<file path="src/hdl/wps_pkg.sv">
// shared types and constants for the led data line serializer
// no dependencies; imported by every module of the block
`timescale 1ns / 1ps
`default_nettype none

package wps_pkg;

    localparam int COLOR_W  = 8;
    localparam int PIXEL_W  = 3 * COLOR_W;
    localparam int TICK_W   = 10;
    localparam int PERIOD_W = 8;
    localparam int BIT_W    = 5;
    localparam int CFG_IDX_W  = 2;
    localparam int CFG_DATA_W = 10;

    // register indexes of the configuration port
    localparam logic [CFG_IDX_W-1:0] REG_PERIOD_LAST   = 2'd0;
    localparam logic [CFG_IDX_W-1:0] REG_ONE_HIGH      = 2'd1;
    localparam logic [CFG_IDX_W-1:0] REG_ZERO_HIGH     = 2'd2;
    localparam logic [CFG_IDX_W-1:0] REG_RESET_PERIODS = 2'd3;

    localparam logic [TICK_W-1:0]   PERIOD_LAST_RST   = 10'd89;
    localparam logic [TICK_W-1:0]   ONE_HIGH_RST      = 10'd57;
    localparam logic [TICK_W-1:0]   ZERO_HIGH_RST     = 10'd28;
    localparam logic [PERIOD_W-1:0] RESET_PERIODS_RST = 8'd80;

    localparam logic [BIT_W-1:0] BITS_PER_PIXEL = 5'd24;

    // item mode codes
    localparam logic MODE_TICK = 1'b0;
    localparam logic MODE_PUSH = 1'b1;

    typedef struct packed {
        logic                mode;
        logic [COLOR_W-1:0]  green;
        logic [COLOR_W-1:0]  red;
        logic [COLOR_W-1:0]  blue;
        logic                last_pixel;
    } t_in_item;

    typedef struct packed {
        logic line_level;
        logic pixel_accepted;
        logic busy_res;
        logic underrun;
    } t_out_item;

    // classified command handed from front to back
    typedef struct packed {
        logic               push;
        logic [PIXEL_W-1:0] pixel;
        logic               last;
    } t_cmd;

    typedef struct packed {
        logic full;
        logic empty;
    } t_q_stat;

    typedef struct packed {
        logic [TICK_W-1:0]   period_last;
        logic [TICK_W-1:0]   one_high;
        logic [TICK_W-1:0]   zero_high;
        logic [PERIOD_W-1:0] reset_periods;
    } t_cfg;

endpackage

`default_nettype wire

</file>
<file path="src/hdl/ws2812_pixel_serializer.sv">
// Serializer for one LED-chain data line. Each input transaction is either a timer tick
// (mode 0) or a pixel push (mode 1) and yields exactly one result transaction. The block
// takes one transaction per clock while o_in_stall is low. A result passes through the input
// register, the two-entry command queue and the result register before it is presented.
// The single frame sequencer in the back end updates once per transaction and sets that
// one-per-cycle figure.
// Configuration is written through i_cfg_* and is always ready; write only while idle.
// depends on wps_pkg, wps_front, wps_cmd_queue, wps_back
`timescale 1ns / 1ps
`default_nettype none

module ws2812_pixel_serializer import wps_pkg::*; (
    input  wire logic                  i_clk,
    input  wire logic                  i_rst_n,
    input  wire logic                  i_in_valid,
    input  wire t_in_item              i_in,
    output logic                       o_in_stall,
    output logic                       o_out_valid,
    output t_out_item                  o_out,
    input  wire logic                  i_out_stall,
    input  wire logic                  i_cfg_valid,
    output logic                       o_cfg_ready,
    input  wire logic [CFG_IDX_W-1:0]  i_cfg_index,
    input  wire logic [CFG_DATA_W-1:0] i_cfg_data
);

    logic    q_push, q_pop;
    t_cmd    front_cmd, q_cmd;
    t_q_stat q_stat;

    assign o_cfg_ready = 1'b1;

    wps_front u_front (
        .i_clk      (i_clk),
        .i_rst_n    (i_rst_n),
        .i_in_valid (i_in_valid),
        .i_in       (i_in),
        .o_in_stall (o_in_stall),
        .i_q_stat   (q_stat),
        .o_push     (q_push),
        .o_cmd      (front_cmd)
    );

    wps_cmd_queue u_queue (
        .i_clk   (i_clk),
        .i_rst_n (i_rst_n),
        .i_push  (q_push),
        .i_cmd   (front_cmd),
        .i_pop   (q_pop),
        .o_cmd   (q_cmd),
        .o_stat  (q_stat)
    );

    wps_back u_back (
        .i_clk       (i_clk),
        .i_rst_n     (i_rst_n),
        .i_cfg_valid (i_cfg_valid && o_cfg_ready),
        .i_cfg_index (i_cfg_index),
        .i_cfg_data  (i_cfg_data),
        .i_cmd       (q_cmd),
        .i_q_stat    (q_stat),
        .o_pop       (q_pop),
        .o_out_valid (o_out_valid),
        .o_out       (o_out),
        .i_out_stall (i_out_stall)
    );

`ifndef SYNTH
    // the line is only driven high inside a frame
    a_level_busy: assert property (@(posedge i_clk) disable iff (!i_rst_n)
        (o_out_valid && o_out.line_level) |-> o_out.busy_res)
        else $error("line high outside a frame");

    // a push never advances time, so it cannot raise the line or end a frame
    a_push_no_tick: assert property (@(posedge i_clk) disable iff (!i_rst_n)
        (o_out_valid && o_out.pixel_accepted) |-> (!o_out.line_level && !o_out.underrun))
        else $error("pixel push produced tick effects");

    // queue never popped while empty nor pushed while full
    a_queue_flow: assert property (@(posedge i_clk) disable iff (!i_rst_n)
        !(q_pop && q_stat.empty) && !(q_push && q_stat.full))
        else $error("command queue overflow or underflow");
`endif

endmodule

`default_nettype wire

</file>
<file path="src/hdl/wps_front.sv">
// input stage: takes transactions, classifies them into commands
// depends on wps_pkg; feeds wps_cmd_queue
`timescale 1ns / 1ps
`default_nettype none

module wps_front import wps_pkg::*; (
    input  wire logic     i_clk,
    input  wire logic     i_rst_n,
    input  wire logic     i_in_valid,
    input  wire t_in_item i_in,
    output logic          o_in_stall,
    input  wire t_q_stat  i_q_stat,
    output logic          o_push,
    output t_cmd          o_cmd
);

    logic r_valid, n_valid;
    t_cmd r_cmd, n_cmd;
    logic accept;

    assign o_in_stall = r_valid && i_q_stat.full;
    assign accept     = i_in_valid && !o_in_stall;
    assign o_push     = r_valid && !i_q_stat.full;
    assign o_cmd      = r_cmd;

    always_comb begin
        n_valid = r_valid;
        n_cmd   = r_cmd;
        if (o_push) begin
            n_valid = 1'b0;
        end
        if (accept) begin
            n_valid     = 1'b1;
            n_cmd.push  = (i_in.mode == MODE_PUSH);
            n_cmd.pixel = {i_in.green, i_in.red, i_in.blue};
            n_cmd.last  = i_in.last_pixel;
        end
    end

    always_ff @(posedge i_clk) begin
        if (!i_rst_n) begin
            r_valid <= 1'b0;
        end else begin
            r_valid <= n_valid;
        end
        r_cmd <= n_cmd;
    end

endmodule

`default_nettype wire

</file>
<file path="src/hdl/wps_cmd_queue.sv">
// two-entry command queue between front and back
// depends on wps_pkg
`timescale 1ns / 1ps
`default_nettype none

module wps_cmd_queue import wps_pkg::*; (
    input  wire logic i_clk,
    input  wire logic i_rst_n,
    input  wire logic i_push,
    input  wire t_cmd i_cmd,
    input  wire logic i_pop,
    output t_cmd      o_cmd,
    output t_q_stat   o_stat
);

    t_cmd       r_mem [2];
    logic       r_wr, r_rd;
    logic [1:0] r_count, n_count;

    assign o_cmd        = r_mem[r_rd];
    assign o_stat.full  = (r_count == 2'd2);
    assign o_stat.empty = (r_count == 2'd0);

    always_comb begin
        n_count = r_count;
        if (i_push && !i_pop) begin
            n_count = r_count + 2'd1;
        end else if (i_pop && !i_push) begin
            n_count = r_count - 2'd1;
        end
    end

    always_ff @(posedge i_clk) begin
        if (!i_rst_n) begin
            r_wr    <= 1'b0;
            r_rd    <= 1'b0;
            r_count <= 2'd0;
        end else begin
            if (i_push) begin
                r_wr <= ~r_wr;
            end
            if (i_pop) begin
                r_rd <= ~r_rd;
            end
            r_count <= n_count;
        end
        if (i_push) begin
            r_mem[r_wr] <= i_cmd;
        end
    end

endmodule

`default_nettype wire

</file>
<file path="src/hdl/wps_back.sv">
// waveform engine: frame sequencer, pixel buffer, config registers, result register
// depends on wps_pkg; pops commands from wps_cmd_queue
`timescale 1ns / 1ps
`default_nettype none

module wps_back import wps_pkg::*; (
    input  wire logic                  i_clk,
    input  wire logic                  i_rst_n,
    input  wire logic                  i_cfg_valid,
    input  wire logic [CFG_IDX_W-1:0]  i_cfg_index,
    input  wire logic [CFG_DATA_W-1:0] i_cfg_data,
    input  wire t_cmd                  i_cmd,
    input  wire t_q_stat               i_q_stat,
    output logic                       o_pop,
    output logic                       o_out_valid,
    output t_out_item                  o_out,
    input  wire logic                  i_out_stall
);

    localparam logic [1:0] PH_IDLE  = 2'd0;
    localparam logic [1:0] PH_RESET = 2'd1;
    localparam logic [1:0] PH_DATA  = 2'd2;

    t_cfg r_cfg;

    logic [1:0]          r_phase, n_phase;
    logic [TICK_W-1:0]   r_tick, n_tick;
    logic [PERIOD_W-1:0] r_period, n_period;
    logic [BIT_W-1:0]    r_bit, n_bit;
    logic [PIXEL_W-1:0]  r_shift, n_shift;
    logic                r_cur_last, n_cur_last;
    logic [PIXEL_W-1:0]  r_buf_pixel, n_buf_pixel;
    logic                r_buf_full, n_buf_full;
    logic                r_buf_last, n_buf_last;

    logic      r_out_valid, n_out_valid;
    t_out_item r_out, n_out;

    logic [TICK_W-1:0] high_ticks;

    assign o_pop       = !i_q_stat.empty && (!r_out_valid || !i_out_stall);
    assign o_out_valid = r_out_valid;
    assign o_out       = r_out;

    always_comb begin
        n_phase     = r_phase;
        n_tick      = r_tick;
        n_period    = r_period;
        n_bit       = r_bit;
        n_shift     = r_shift;
        n_cur_last  = r_cur_last;
        n_buf_pixel = r_buf_pixel;
        n_buf_full  = r_buf_full;
        n_buf_last  = r_buf_last;
        n_out       = '0;
        high_ticks  = '0;

        if (i_cmd.push) begin
            if (!r_buf_full) begin
                n_buf_pixel          = i_cmd.pixel;
                n_buf_last           = i_cmd.last;
                n_buf_full           = 1'b1;
                n_out.pixel_accepted = 1'b1;
            end
            n_out.busy_res = (r_phase != PH_IDLE);
        end else begin
            // frame start, with immediate load when no reset periods
            if (r_phase == PH_IDLE && r_buf_full) begin
                n_phase  = PH_RESET;
                n_tick   = '0;
                n_period = '0;
                if (r_cfg.reset_periods == '0) begin
                    n_shift    = r_buf_pixel;
                    n_cur_last = r_buf_last;
                    n_buf_full = 1'b0;
                    n_bit      = '0;
                    n_phase    = PH_DATA;
                end
            end
            n_out.busy_res = (n_phase != PH_IDLE);

            high_ticks = n_shift[PIXEL_W-1] ? r_cfg.one_high : r_cfg.zero_high;
            if (n_phase == PH_DATA) begin
                n_out.line_level = (n_tick < high_ticks);
            end

            if (n_phase != PH_IDLE) begin
                if (n_tick >= r_cfg.period_last) begin
                    n_tick = '0;
                    if (n_phase == PH_RESET) begin
                        n_period = n_period + 8'd1;
                        if (n_period >= r_cfg.reset_periods) begin
                            if (n_buf_full) begin
                                n_shift    = r_buf_pixel;
                                n_cur_last = r_buf_last;
                                n_buf_full = 1'b0;
                                n_bit      = '0;
                                n_phase    = PH_DATA;
                            end else begin
                                n_phase = PH_IDLE;
                            end
                        end
                    end else begin
                        n_bit   = n_bit + 5'd1;
                        n_shift = {n_shift[PIXEL_W-2:0], 1'b0};
                        if (n_bit >= BITS_PER_PIXEL) begin
                            n_bit = '0;
                            if (n_cur_last) begin
                                n_phase = PH_IDLE;
                            end else if (n_buf_full) begin
                                n_shift    = r_buf_pixel;
                                n_cur_last = r_buf_last;
                                n_buf_full = 1'b0;
                                n_phase    = PH_DATA;
                            end else begin
                                n_out.underrun = 1'b1;
                                n_phase        = PH_IDLE;
                            end
                        end
                    end
                end else begin
                    n_tick = n_tick + 10'd1;
                end
            end
        end
    end

    always_comb begin
        n_out_valid = r_out_valid;
        if (o_pop) begin
            n_out_valid = 1'b1;
        end else if (!i_out_stall) begin
            n_out_valid = 1'b0;
        end
    end

    always_ff @(posedge i_clk) begin
        if (!i_rst_n) begin
            r_cfg.period_last   <= PERIOD_LAST_RST;
            r_cfg.one_high      <= ONE_HIGH_RST;
            r_cfg.zero_high     <= ZERO_HIGH_RST;
            r_cfg.reset_periods <= RESET_PERIODS_RST;
            r_phase     <= PH_IDLE;
            r_tick      <= '0;
            r_period    <= '0;
            r_bit       <= '0;
            r_shift     <= '0;
            r_cur_last  <= 1'b0;
            r_buf_full  <= 1'b0;
            r_buf_last  <= 1'b0;
            r_out_valid <= 1'b0;
        end else begin
            if (i_cfg_valid) begin
                case (i_cfg_index)
                    REG_PERIOD_LAST:   r_cfg.period_last   <= i_cfg_data;
                    REG_ONE_HIGH:      r_cfg.one_high      <= i_cfg_data;
                    REG_ZERO_HIGH:     r_cfg.zero_high     <= i_cfg_data;
                    REG_RESET_PERIODS: r_cfg.reset_periods <= i_cfg_data[PERIOD_W-1:0];
                    default: ;
                endcase
            end
            if (o_pop) begin
                r_phase    <= n_phase;
                r_tick     <= n_tick;
                r_period   <= n_period;
                r_bit      <= n_bit;
                r_shift    <= n_shift;
                r_cur_last <= n_cur_last;
                r_buf_full <= n_buf_full;
                r_buf_last <= n_buf_last;
            end
            r_out_valid <= n_out_valid;
        end
        if (o_pop) begin
            r_buf_pixel <= n_buf_pixel;
            r_out       <= n_out;
        end
    end

endmodule

`default_nettype wire
</file>
<file path="config.mk">
export PLATFORM = sky130hd
export DESIGN_NAME = ws2812_pixel_serializer
export DESIGN_NICKNAME = d
export VERILOG_FILES = /design/src/hdl/wps_pkg.sv /design/src/hdl/ws2812_pixel_serializer.sv /design/src/hdl/wps_front.sv /design/src/hdl/wps_cmd_queue.sv /design/src/hdl/wps_back.sv
export SDC_FILE = /design/constraint.sdc
export NUM_CORES = 1
export LEC_CHECK = 0
export BUFFER_PORTS_ARGS = -buffer_cell sky130_fd_sc_hd__buf_2
export CAP_MARGIN = 20
export CORE_MARGIN = 5
export CORE_UTILIZATION = 50
export CTS_BUF_LIST = sky130_fd_sc_hd__clkbuf_2 sky130_fd_sc_hd__clkbuf_4 sky130_fd_sc_hd__clkbuf_8
export DETAILED_ROUTE_END_ITERATION = 7
export GPL_TIMING_DRIVEN = 1
export PLACE_DENSITY = 0.7
export SLEW_MARGIN = 20
export SYNTH_ARGS = -nofsm -noshare
export SYNTH_HDL_FRONTEND = slang
export SYNTH_SLANG_ARGS = --single-unit
export TNS_END_PERCENT = 10
</file>
<file path="constraint.sdc">
create_clock -name i_clk -period 9.95 [get_ports i_clk]
set_input_delay 1.99 -clock i_clk [delete_from_list [all_inputs] [get_ports i_clk]]
set_output_delay 1.99 -clock i_clk [all_outputs]
set_load 0.1 [all_outputs]
</file>
-- Word-level counts from Yosys, hierarchy flattened
Memories as Yosys holds them, arrays and structs flattened. A register that Yosys moved wholly into a read port is not among the register bits.
Index checks and enable logic that the tools add are counted.
- bits in writable memories: 52
- output and inout bits: 7
- memories: 1
- bits in registers: 150
- word-level logic and storage cells: 155
- memories (memory ; words ; bits a word ; rd ports ; clocked after memory_dff ; wr ports ; line ; RTL):
    u_queue.r_mem ; 2 ; 26 ; 1 ; 1 ; 1 ; wps_cmd_queue.sv:16 ; t_cmd r_mem [2];
- $add $sub $neg: 5
- reduce and logical (&&, ||, !) cells: 31
- equal/unequal tests: 7
- $lt $le $gt $ge: 4
- mux-type cells: 74
- bitwise logic cells: 8
- operator list (operator ; count):
    $mux W24 ; 11
    $mux W10 ; 5
    $mux W5 ; 9
    $mux W8 ; 5
    $mux W1 ; 32
    $mux W2 ; 12
    $add A10 B1 Y10 const B ; 1
    $ge A10 B10 Y1 ; 1
    $lt A10 B10 Y1 ; 1
    $reduce_and A2 Y1 ; 5
    $add A8 B1 Y8 const B ; 1
    $eq A2 B2 Y1 const B ; 4
    $ge A8 B8 Y1 ; 1
    $logic_not A8 Y1 ; 1
    $not A1 Y1 ; 8
    $reduce_bool A2 Y1 ; 4
    $logic_and A1 B1 Y1 ; 7
    $logic_not A1 Y1 ; 7
    $logic_not A2 Y1 ; 3
    $reduce_or A6 Y1 ; 1
    $add A5 B1 Y5 const B ; 1
    $ge A5 B5 Y1 const B ; 1
    $eq A2 B1 Y1 const B ; 2
    $reduce_and A3 Y1 ; 1
    5 further kinds ; 5

-- Longest topological paths before layout
Gate-level depths: netlist (run 1).
- depth after elaboration: 11
- gate-level depth with buffers: 18
- gate-level depth less buffers: 14

-- Hierarchy
Synthesis (run 1) repeated with hierarchy kept, for this count alone.
- cells, all modules: 916
- area, all modules: 9420.3 sq um
- modules (own cells, without submodules) (module ; instances ; cells each ; sequential area each (sq um) ; area an instance (sq um)):
    wps_back ; 1 ; 780 ; 2662.6 ; 6485.0
    wps_cmd_queue ; 1 ; 103 ; 1661.6 ; 2093.3
    wps_front ; 1 ; 31 ; 800.8 ; 830.8
    ws2812_pixel_serializer ; 1 ; 2 ; 0.0 ; 11.3

-- Least setup slack after synthesis (run 1)
No wires, ideal clock.
- path kind: input port to flip-flop
- start: in i_out_stall
- end: reg u_back.r_buf_pixel[0] (enable)
- data arrival time: 4.039 ns
- path slack: 5.471 ns
- cell stages on the path: 3
- path through: nand2_1 -> o21ai_0 -> nor3_1
- cells in the longest elaborated chain, start to end: 4
- RTL lines (element ; line ; RTL):
    start, declared ; ws2812_pixel_serializer.sv:20 ; input wire logic i_out_stall,
    $logic_not A1 Y1 ; wps_back.sv:41 ; assign o_pop = !i_q_stat.empty && (!r_out_valid || !i_out_stall);
    $logic_or A1 B1 Y1 ; wps_back.sv:41 ;
    $logic_and A1 B1 Y1 ; wps_back.sv:41 ;
    $reduce_and A3 Y1 (no source line) ; n/a ;
    end signal, assigned ; wps_back.sv:175 ; r_buf_pixel <= n_buf_pixel;
    end, declared ; wps_back.sv:32 ; logic [PIXEL_W-1:0] r_buf_pixel, n_buf_pixel;
No other way between the ends.
A chain may end at the register's enable or synchronous reset.

==> reports/summary.txt, run 1 <==
CLOCK NETWORK
------------------------------------------------------------------------------------------
CTS H-Tree Depth ............................................................            2
Post-CTS Resized ............................................................            0
Clk sinks ...................................................................          203
Num CTS Buffers .............................................................           36
Clock slew at the register clock pins of the worst setup and hold paths .....      0.06 ns
Number of hold buffers added after CTS ......................................            0
Root Buffer ................................................................. sky130_fd_sc_hd__clkbuf_8
Post-CTS setup buffer count .................................................            0
Clock latency of the later-clocked register in the worst-skew pair ..........      0.53 ns
CTS tree ....................................................................          yes
Maximum count of clock buffers along a single path ..........................            3

GLOBAL ROUTING
------------------------------------------------------------------------------------------
Largest net degree at the start of global routing ...........................           58
Number of global-route vias before repair ...................................         6756
Antenna violations before repair ............................................            0
Residual overflow from global routing .......................................            0
Global-route wire length before repair ......................................     33340 um
Tot GR Track Use ............................................................       18.70%

PLACEMENT
------------------------------------------------------------------------------------------
Routability congestion estimate .............................................       0.8540
Placed Area .................................................................     9703 um2
# port buffers ..............................................................           48
Total half-perimeter wirelength after legalization and detailed placement ...     13210 um

STA
------------------------------------------------------------------------------------------
Fin Setup TNS ...............................................................         0 ns
Minimum clock period ........................................................     5.410 ns
Max-slew violation total from the final report ..............................            0
Relative slew slack .........................................................       33.86%
Unrepaired setup endpoints after global routing .............................           no
Final hold vios .............................................................            0
Count of endpoints failing setup in the final report ........................            0
Clock Skews .................................................................   0.02117 ns
Maximum achievable frequency ................................................   0.1849 GHz
Post-route fraction of the period consumed by the critical path .............       54.37%
Worst slew pin tran .........................................................    0.9891 ns

FINISH
------------------------------------------------------------------------------------------
Commonest non-fill, non-tap cell in the layout .............................. sky130_fd_sc_hd__nand2_1
Net count of the finished layout ............................................         1011
Number of fill cells ........................................................         1563
Antenna Diode Count .........................................................            0
Layout cell share with drive strength beyond 1 ..............................       17.86%
Most frequent cells in the layout ........................................... 122 x sky130_fd_sc_hd__nand2_1, 106 x sky130_fd_sc_hd__edfxtp_1, 97 x sky130_fd_sc_hd__dfxtp_1
Final Cell Area .............................................................    10450 um2
Layout Area Growth over Synthesis ...........................................       12.43%

SYNTHESIS
------------------------------------------------------------------------------------------
Synthesized-area fraction occupied by ao, oa, aoi and oai cells .............       15.19%
Simple-gate portion of the synthesized area .................................       15.25%
Share of synthesized cell area in full adder, half adder and majority cells .       4.308%
Cell taking the most area after synthesis ................................... sky130_fd_sc_hd__edfxtp_1
Post-Syn Nets ...............................................................          960
Yosys top cell area share ...................................................       34.25%
Synth unique cells ..........................................................           70
Sequential-to-total area share from yosys stat ..............................       55.14%
Number of cells produced by synthesis .......................................          885
Netlist area before placement ...............................................     9294 um2
Xor and xnor fraction of the mapped netlist area ............................       1.131%
Synthesis Warnings ..........................................................            0
Number of enable-type register cells in the synthesized netlist .............          106
Primary flip-flop cell chosen by synthesis mapping .......................... sky130_fd_sc_hd__edfxtp_1
Multiplexer fraction of the synthesized cell area ...........................       5.493%
Number of synthesized register bits .........................................          203
Synthesized area per cell ...................................................    10.50 um2
Dominant cells by area after synthesis ...................................... sky130_fd_sc_hd__edfxtp_1 34%, sky130_fd_sc_hd__dfxtp_1 21%, sky130_fd_sc_hd__a21oi_1 5.1%
Largest family of logic cells by synthesized area ........................... simple AND/OR/NAND/NOR gates
Fraction of registers with async set/reset ..................................           0%

ROUTE
------------------------------------------------------------------------------------------
Mean routed wirelength per cell .............................................     16.84 um
Remaining DRCs ..............................................................            0
Routed Antenna Nets .........................................................            0
Via density per instance ....................................................        5.714
Drt first pass iters ........................................................            5
Total routed wirelength .....................................................     20070 um
Total number of vias ........................................................         6811
First DRT Iteration DRCs ....................................................          520

CRITICAL PATH
------------------------------------------------------------------------------------------
List of cells traversed by the critical path ................................ or3b_1, and2_1, ha_1, and4_1, xnor2_1, ha_1, o2111ai_1, o221a_2, or4_1, o211ai_2, a21oi_1, a221o_1
Data required time at the worst endpoint ....................................     10.36 ns
Cell repeated most along the worst path ..................................... sky130_fd_sc_hd__ha_1
Critical Path Fanout Max ....................................................           26
Critical Path Max Stage Delay ...............................................      0.82 ns
Largest delay contributor family on the critical path ....................... simple AND/OR/NAND/NOR gates
Number of buffer and inverter stages on the critical path ...................            0
Reg2Reg Launch Point ........................................................ u_back.r_buf_full
Crit path capture type ......................................................         flop
Critical path start-end classification ......................................      reg2reg
Worst setup SP type .........................................................         flop
Worst path slowest cell ..................................................... sky130_fd_sc_hd__o211ai_2
Crit path from .............................................................. u_back.r_buf_full
Endpoint arrival time on the critical path ..................................      5.82 ns

PWR
------------------------------------------------------------------------------------------
Leak Pwr ....................................................................     3.968 nW
Post-route total power ......................................................     2.260 mW
Worst VDD drop ..............................................................    0.1624 mV
Total power per unit cell area .............................................. 216.3 nW/um2

FLOORPLANNING
------------------------------------------------------------------------------------------
Die span in y ...............................................................     146.3 um
Standard cell core area .....................................................    18150 um2
Boundary pin count ..........................................................           50
Number of placement rows ....................................................           49
Floorplan die width .........................................................     146.3 um
Die Area ....................................................................    21410 um2
Starting Density ............................................................       51.21%

FLOW RUN
------------------------------------------------------------------------------------------
Reported max-cap violation count ............................................            0

MIN PATH
------------------------------------------------------------------------------------------
Worst hold path startpoint .................................................. u_front.o_cmd[11]
Class of the tightest hold or removal check .................................      reg2reg

STATUS
------------------------------------------------------------------------------------------
Run status ..................................................................    completed

synthesized netlist by cell type, drive strengths merged (7+ instances only):
cell type / n
buf: 20
nand4: 14
a21oi: 95
or3: 7
dfxtp: 97
inv: 28
mux2: 24
nor3: 21
edfxtp: 106
nand3: 38
nor2b: 7
and2: 14
clkbuf: 26
o21ai: 41
o211ai: 7
a22oi: 11
nor2: 42
ha: 32
nand2: 122
mux2i: 24
metal layers:
layer	GRT usage, %	vias up	routed length (um)
met2	31.58	175	9651
met3	3.533	43	1076
met1	24.29	3230	8873
li1	-	3363	-
met4	6.303	0	473
met5	0	-	0
area by class of cell:
type	instances	area (um2)	share of cell area, %
tap	229	286.5	2.742
clock buffer	61	714.4	6.837
inverter	28	105.1	1.006
clock inverter	4	31.28	0.2994
timing repair buffer	59	322.8	3.089
multi-input combinational	608	3864	36.98
sequential	203	5125	49.05
per-stage QoR:
step	instances	hold slack, ns	utilization (%)	setup WS, ns
finish	1192	0.4355	57.58	4.540
global route	1192	0.4522	57.58	4.330
CTS	1192	0.4386	57.58	4.631
detailed placement	1127	0.4311	53.47	4.626
global placement	1127	0.4218	53.47	4.717
floorplan	885	0.4215	-	5.471
report_power, final:
group          internal, mW  total, mW  switching, mW
registers             0.993       1.05         0.0577
clock network         0.454      0.785          0.331
logic                 0.133      0.424          0.291
cells by family (layout without fill, tap and decap cells):
group | count (synthesis) | in the layout
other cells | 1 | 1
xor+xnor | 12 | 12
fa+ha+maj | 32 | 32
simple gates | 294 | 294
flops | 203 | 203
buf+inv | 74 | 152
compound gates | 221 | 221
mux | 48 | 48
final timing paths:
check	endpoint	slack, ns	cells past startpoint
min	u_queue.r_mem[1][11]	0.44	0
min reg2reg	u_queue.r_mem[1][11]	0.44	0
max	flop	4.54	12
max reg2reg	flop	4.54	12
worst reg2reg max path, delay by kind of cell, from the launching register on:
kind | cells | cell delay (ns)
fa+ha+maj | 2 | 0.52
xor+xnor | 1 | 0.14
simple gates | 4 | 1.93
flops | 1 | 0.79
compound gates | 5 | 1.94
(Power assumes the default switching activity.)
==> run 2, diff against run 1 <==
Settings changed: PLACE_DENSITY 0.7 to 0.73.
Clock period 9.95 ns to 4.96 ns, I/O delays scaled along.
==> run 2 against run 1 <==
- worst hold slack improved by 0.0089 ns
- highest routed layer unchanged
- critical path type unchanged
- global-route usage rose by 0.65 points
- utilization rose by 0.055 points
==> reports/summary.txt, run 2 (synthesized netlist as in run 1, its figures left out) <==
STATUS
----------------------------------------------------------------------------------------
Run status ................................................................    completed   unchanged

CLOCK NETWORK
----------------------------------------------------------------------------------------
Num CTS Buffers ...........................................................           35   was 36
Number of hold buffers added after CTS ....................................            0   unchanged
Post-CTS setup buffer count ...............................................            0   unchanged
Root Buffer ............................................................... sky130_fd_sc_hd__clkbuf_8   unchanged
CTS tree ..................................................................          yes   unchanged
Clock latency of the later-clocked register in the worst-skew pair ........      0.53 ns   about the same
CTS H-Tree Depth ..........................................................            2   unchanged
Post-CTS Resized ..........................................................            0   unchanged
Clock slew at the register clock pins of the worst setup and hold paths ...      0.06 ns   about the same
Clk sinks .................................................................          203   unchanged
Maximum count of clock buffers along a single path ........................            3   unchanged

FLOORPLANNING
----------------------------------------------------------------------------------------
Die span in y .............................................................     146.3 um   unchanged
Number of placement rows ..................................................           49   unchanged
Starting Density ..........................................................       51.21%   unchanged
Die Area ..................................................................    21410 um2   unchanged
Standard cell core area ...................................................    18150 um2   unchanged
Boundary pin count ........................................................           50   unchanged
Floorplan die width .......................................................     146.3 um   unchanged

PLACEMENT
----------------------------------------------------------------------------------------
Placed Area ...............................................................     9753 um2   was 9703 um2
Total half-perimeter wirelength after legalization and detailed placement .     13740 um   was 13210 um
# port buffers ............................................................           48   unchanged
Dpl ws ....................................................................    0.7638 ns   was 4.626 ns
Routability congestion estimate ...........................................       0.8890   was 0.8540

CRITICAL PATH
----------------------------------------------------------------------------------------
Crit path capture type ....................................................         flop   unchanged
Reg2Reg Launch Point ...................................................... u_back.r_phase[1]   was u_back.r_buf_full
Crit path from ............................................................ u_back.r_phase[1]   was u_back.r_buf_full
Endpoint arrival time on the critical path ................................      4.65 ns   was 5.82 ns
Critical Path Fanout Max ..................................................           13   was 26
Worst setup SP type .......................................................         flop   unchanged
Critical path start-end classification ....................................      reg2reg   unchanged
Worst r2r path cells ......................................................           13   was 12
Data required time at the worst endpoint ..................................      5.38 ns   was 10.36 ns

PWR
----------------------------------------------------------------------------------------
Total power per unit cell area ............................................ 428.6 nW/um2   was 216.3 nW/um2
Leak Pwr ..................................................................     3.970 nW   was 3.968 nW
Worst VDD drop ............................................................    0.3194 mV   was 0.1624 mV

GLOBAL ROUTING
----------------------------------------------------------------------------------------
M2 GR Usage ...............................................................       32.02%   was 31.58%
Grt met3 use ..............................................................       3.657%   was 3.533%
Antenna violations before repair ..........................................            0   unchanged
Largest net degree at the start of global routing .........................           33   was 58
Global route hottest layer ................................................         met2   unchanged
Tot GR Track Use ..........................................................       19.35%   was 18.70%
Residual overflow from global routing .....................................            0   unchanged
Global-route wire length before repair ....................................     34650 um   was 33340 um
Met1 usage ................................................................       25.51%   was 24.29%
Number of global-route vias before repair .................................         6925   was 6756

FINISH
----------------------------------------------------------------------------------------
Commonest non-fill, non-tap cell in the layout ............................ sky130_fd_sc_hd__nand2_1   unchanged
Number of fill cells ......................................................         1571   was 1563
Seq. cell area ............................................................     5125 um2   unchanged
Final core utilization ....................................................       57.63%   was 57.58%
Most frequent cells in the layout ......................................... 122 x sky130_fd_sc_hd__nand2_1, 106 x sky130_fd_sc_hd__edfxtp_1, 97 x sky130_fd_sc_hd__dfxtp_1   unchanged
Area of combinational cells with multiple inputs ..........................     3869 um2   was 3864 um2
Final Cell Area ...........................................................    10460 um2   was 10450 um2
Antenna Diode Count .......................................................            0   unchanged
Layout cell share with drive strength beyond 1 ............................       18.20%   was 17.86%
Layout Area Growth over Synthesis .........................................       12.53%   was 12.43%
Net count of the finished layout ..........................................         1016   was 1011

STA
----------------------------------------------------------------------------------------
Fin Setup TNS .............................................................         0 ns   unchanged
Worst slew pin tran .......................................................    0.9415 ns   was 0.9891 ns
Post-route fraction of the period consumed by the critical path ...........       85.34%   was 54.37%
Clock Skews ...............................................................   0.02442 ns   was 0.02117 ns
PnR worst setup slack .....................................................    0.7273 ns   was 4.540 ns
Max-slew violation total from the final report ............................            0   unchanged
Unrepaired setup endpoints after global routing ...........................           no   unchanged
Count of endpoints failing setup in the final report ......................            0   unchanged
Relative slew slack .......................................................       36.86%   was 33.86%
Final hold vios ...........................................................            0   unchanged
Minimum clock period ......................................................     4.233 ns   was 5.410 ns
Maximum achievable frequency ..............................................   0.2363 GHz   was 0.1849 GHz

ROUTE
----------------------------------------------------------------------------------------
Routed Antenna Nets .......................................................            0   unchanged
Drt first pass iters ......................................................            5   unchanged
Total routed wirelength ...................................................     20410 um   was 20070 um
Total number of vias ......................................................         6935   was 6811
Remaining DRCs ............................................................            0   unchanged
Mean routed wirelength per cell ...........................................     17.06 um   was 16.84 um
Via density per instance ..................................................        5.798   was 5.714
First DRT Iteration DRCs ..................................................          586   was 520

FLOW RUN
----------------------------------------------------------------------------------------
Reported max-cap violation count ..........................................            0   unchanged

MIN PATH
----------------------------------------------------------------------------------------
Cell depth of the worst min-delay path ....................................            0   unchanged
Class of the tightest hold or removal check ...............................      reg2reg   unchanged
Worst hold path startpoint ................................................ u_front.o_cmd[6]   was u_front.o_cmd[11]

## run 2: cell count changes in the layout (fill, tap and decap cells not counted), moves of 2 or more
cell / change
sky130_fd_sc_hd__inv_8: -2
sky130_fd_sc_hd__clkbuf_8: -3
sky130_fd_sc_hd__clkinv_2: +2
sky130_fd_sc_hd__buf_4: +6
sky130_fd_sc_hd__clkbuf_4: -3
## run 2: cell type report
| class | instances | share of cell area, % |
|---|---|---|
| sequential | 203 | 49.00 |
| timing repair buffer | 65 | 3.517 |
| inverter | 28 | 1.005 |
| clock buffer | 55 | 6.221 |
| multi-input combinational | 608 | 36.99 |
| tap | 229 | 2.740 |
| clock inverter | 8 | 0.5264 |
## run 2: path summary, 6_finish.rpt
| kind | end | slack, ns |
|---|---|---|
| max | flop | 0.73 |
| min | u_queue.r_mem[0][6] | 0.44 |
| max reg2reg | flop | 0.73 |
| min reg2reg | u_queue.r_mem[0][6] | 0.44 |
## run 2: layer usage
| metal | part of all wire [%] | vias to the layer above | routed length (um) |
|---|---|---|---|
| li1 | - | 3367 | - |
| met5 | 0 | - | 0 |
| met4 | 2.6 | 0 | 529 |
| met1 | 44 | 3305 | 8944 |
| met2 | 48 | 217 | 9741 |
| met3 | 5.8 | 46 | 1193 |
## run 2: power by group
group	internal, mW	total, mW	leakage (nW)	switching [mW]
Combinational	0.285	0.903	1.81	0.618
Clock	0.840	1.50	0.378	0.655
Sequential	1.99	2.08	1.78	0.0928
## run 2: critical path, cell delays in order, from the launching register on
cell,delay [ns]
sky130_fd_sc_hd__dfxtp_1,0.41
sky130_fd_sc_hd__or3b_1,0.43
sky130_fd_sc_hd__and2_1,0.20
sky130_fd_sc_hd__ha_1,0.23
sky130_fd_sc_hd__and4_1,0.26
sky130_fd_sc_hd__xnor2_1,0.14
sky130_fd_sc_hd__ha_1,0.29
sky130_fd_sc_hd__o2111ai_1,0.13
sky130_fd_sc_hd__o221a_2,0.35
sky130_fd_sc_hd__or4_1,0.59
sky130_fd_sc_hd__o211ai_2,0.47
sky130_fd_sc_hd__buf_4,0.29
sky130_fd_sc_hd__nor3_1,0.07
sky130_fd_sc_hd__a221o_1,0.26
## run 2: through the flow
| step | power [mW] | cells | hold WS [ns] |
|---|---|---|---|
| after global routing | 4.715 | 1196 | 0.4568 |
| after global placement | 2.991 | 1133 | 0.4216 |
| after detailed placement | 3.014 | 1133 | 0.4296 |
| after floorplan | 2.773 | 885 | 0.4215 |
| final | 4.483 | 1196 | 0.4445 |
| after CTS | 4.532 | 1196 | 0.4481 |
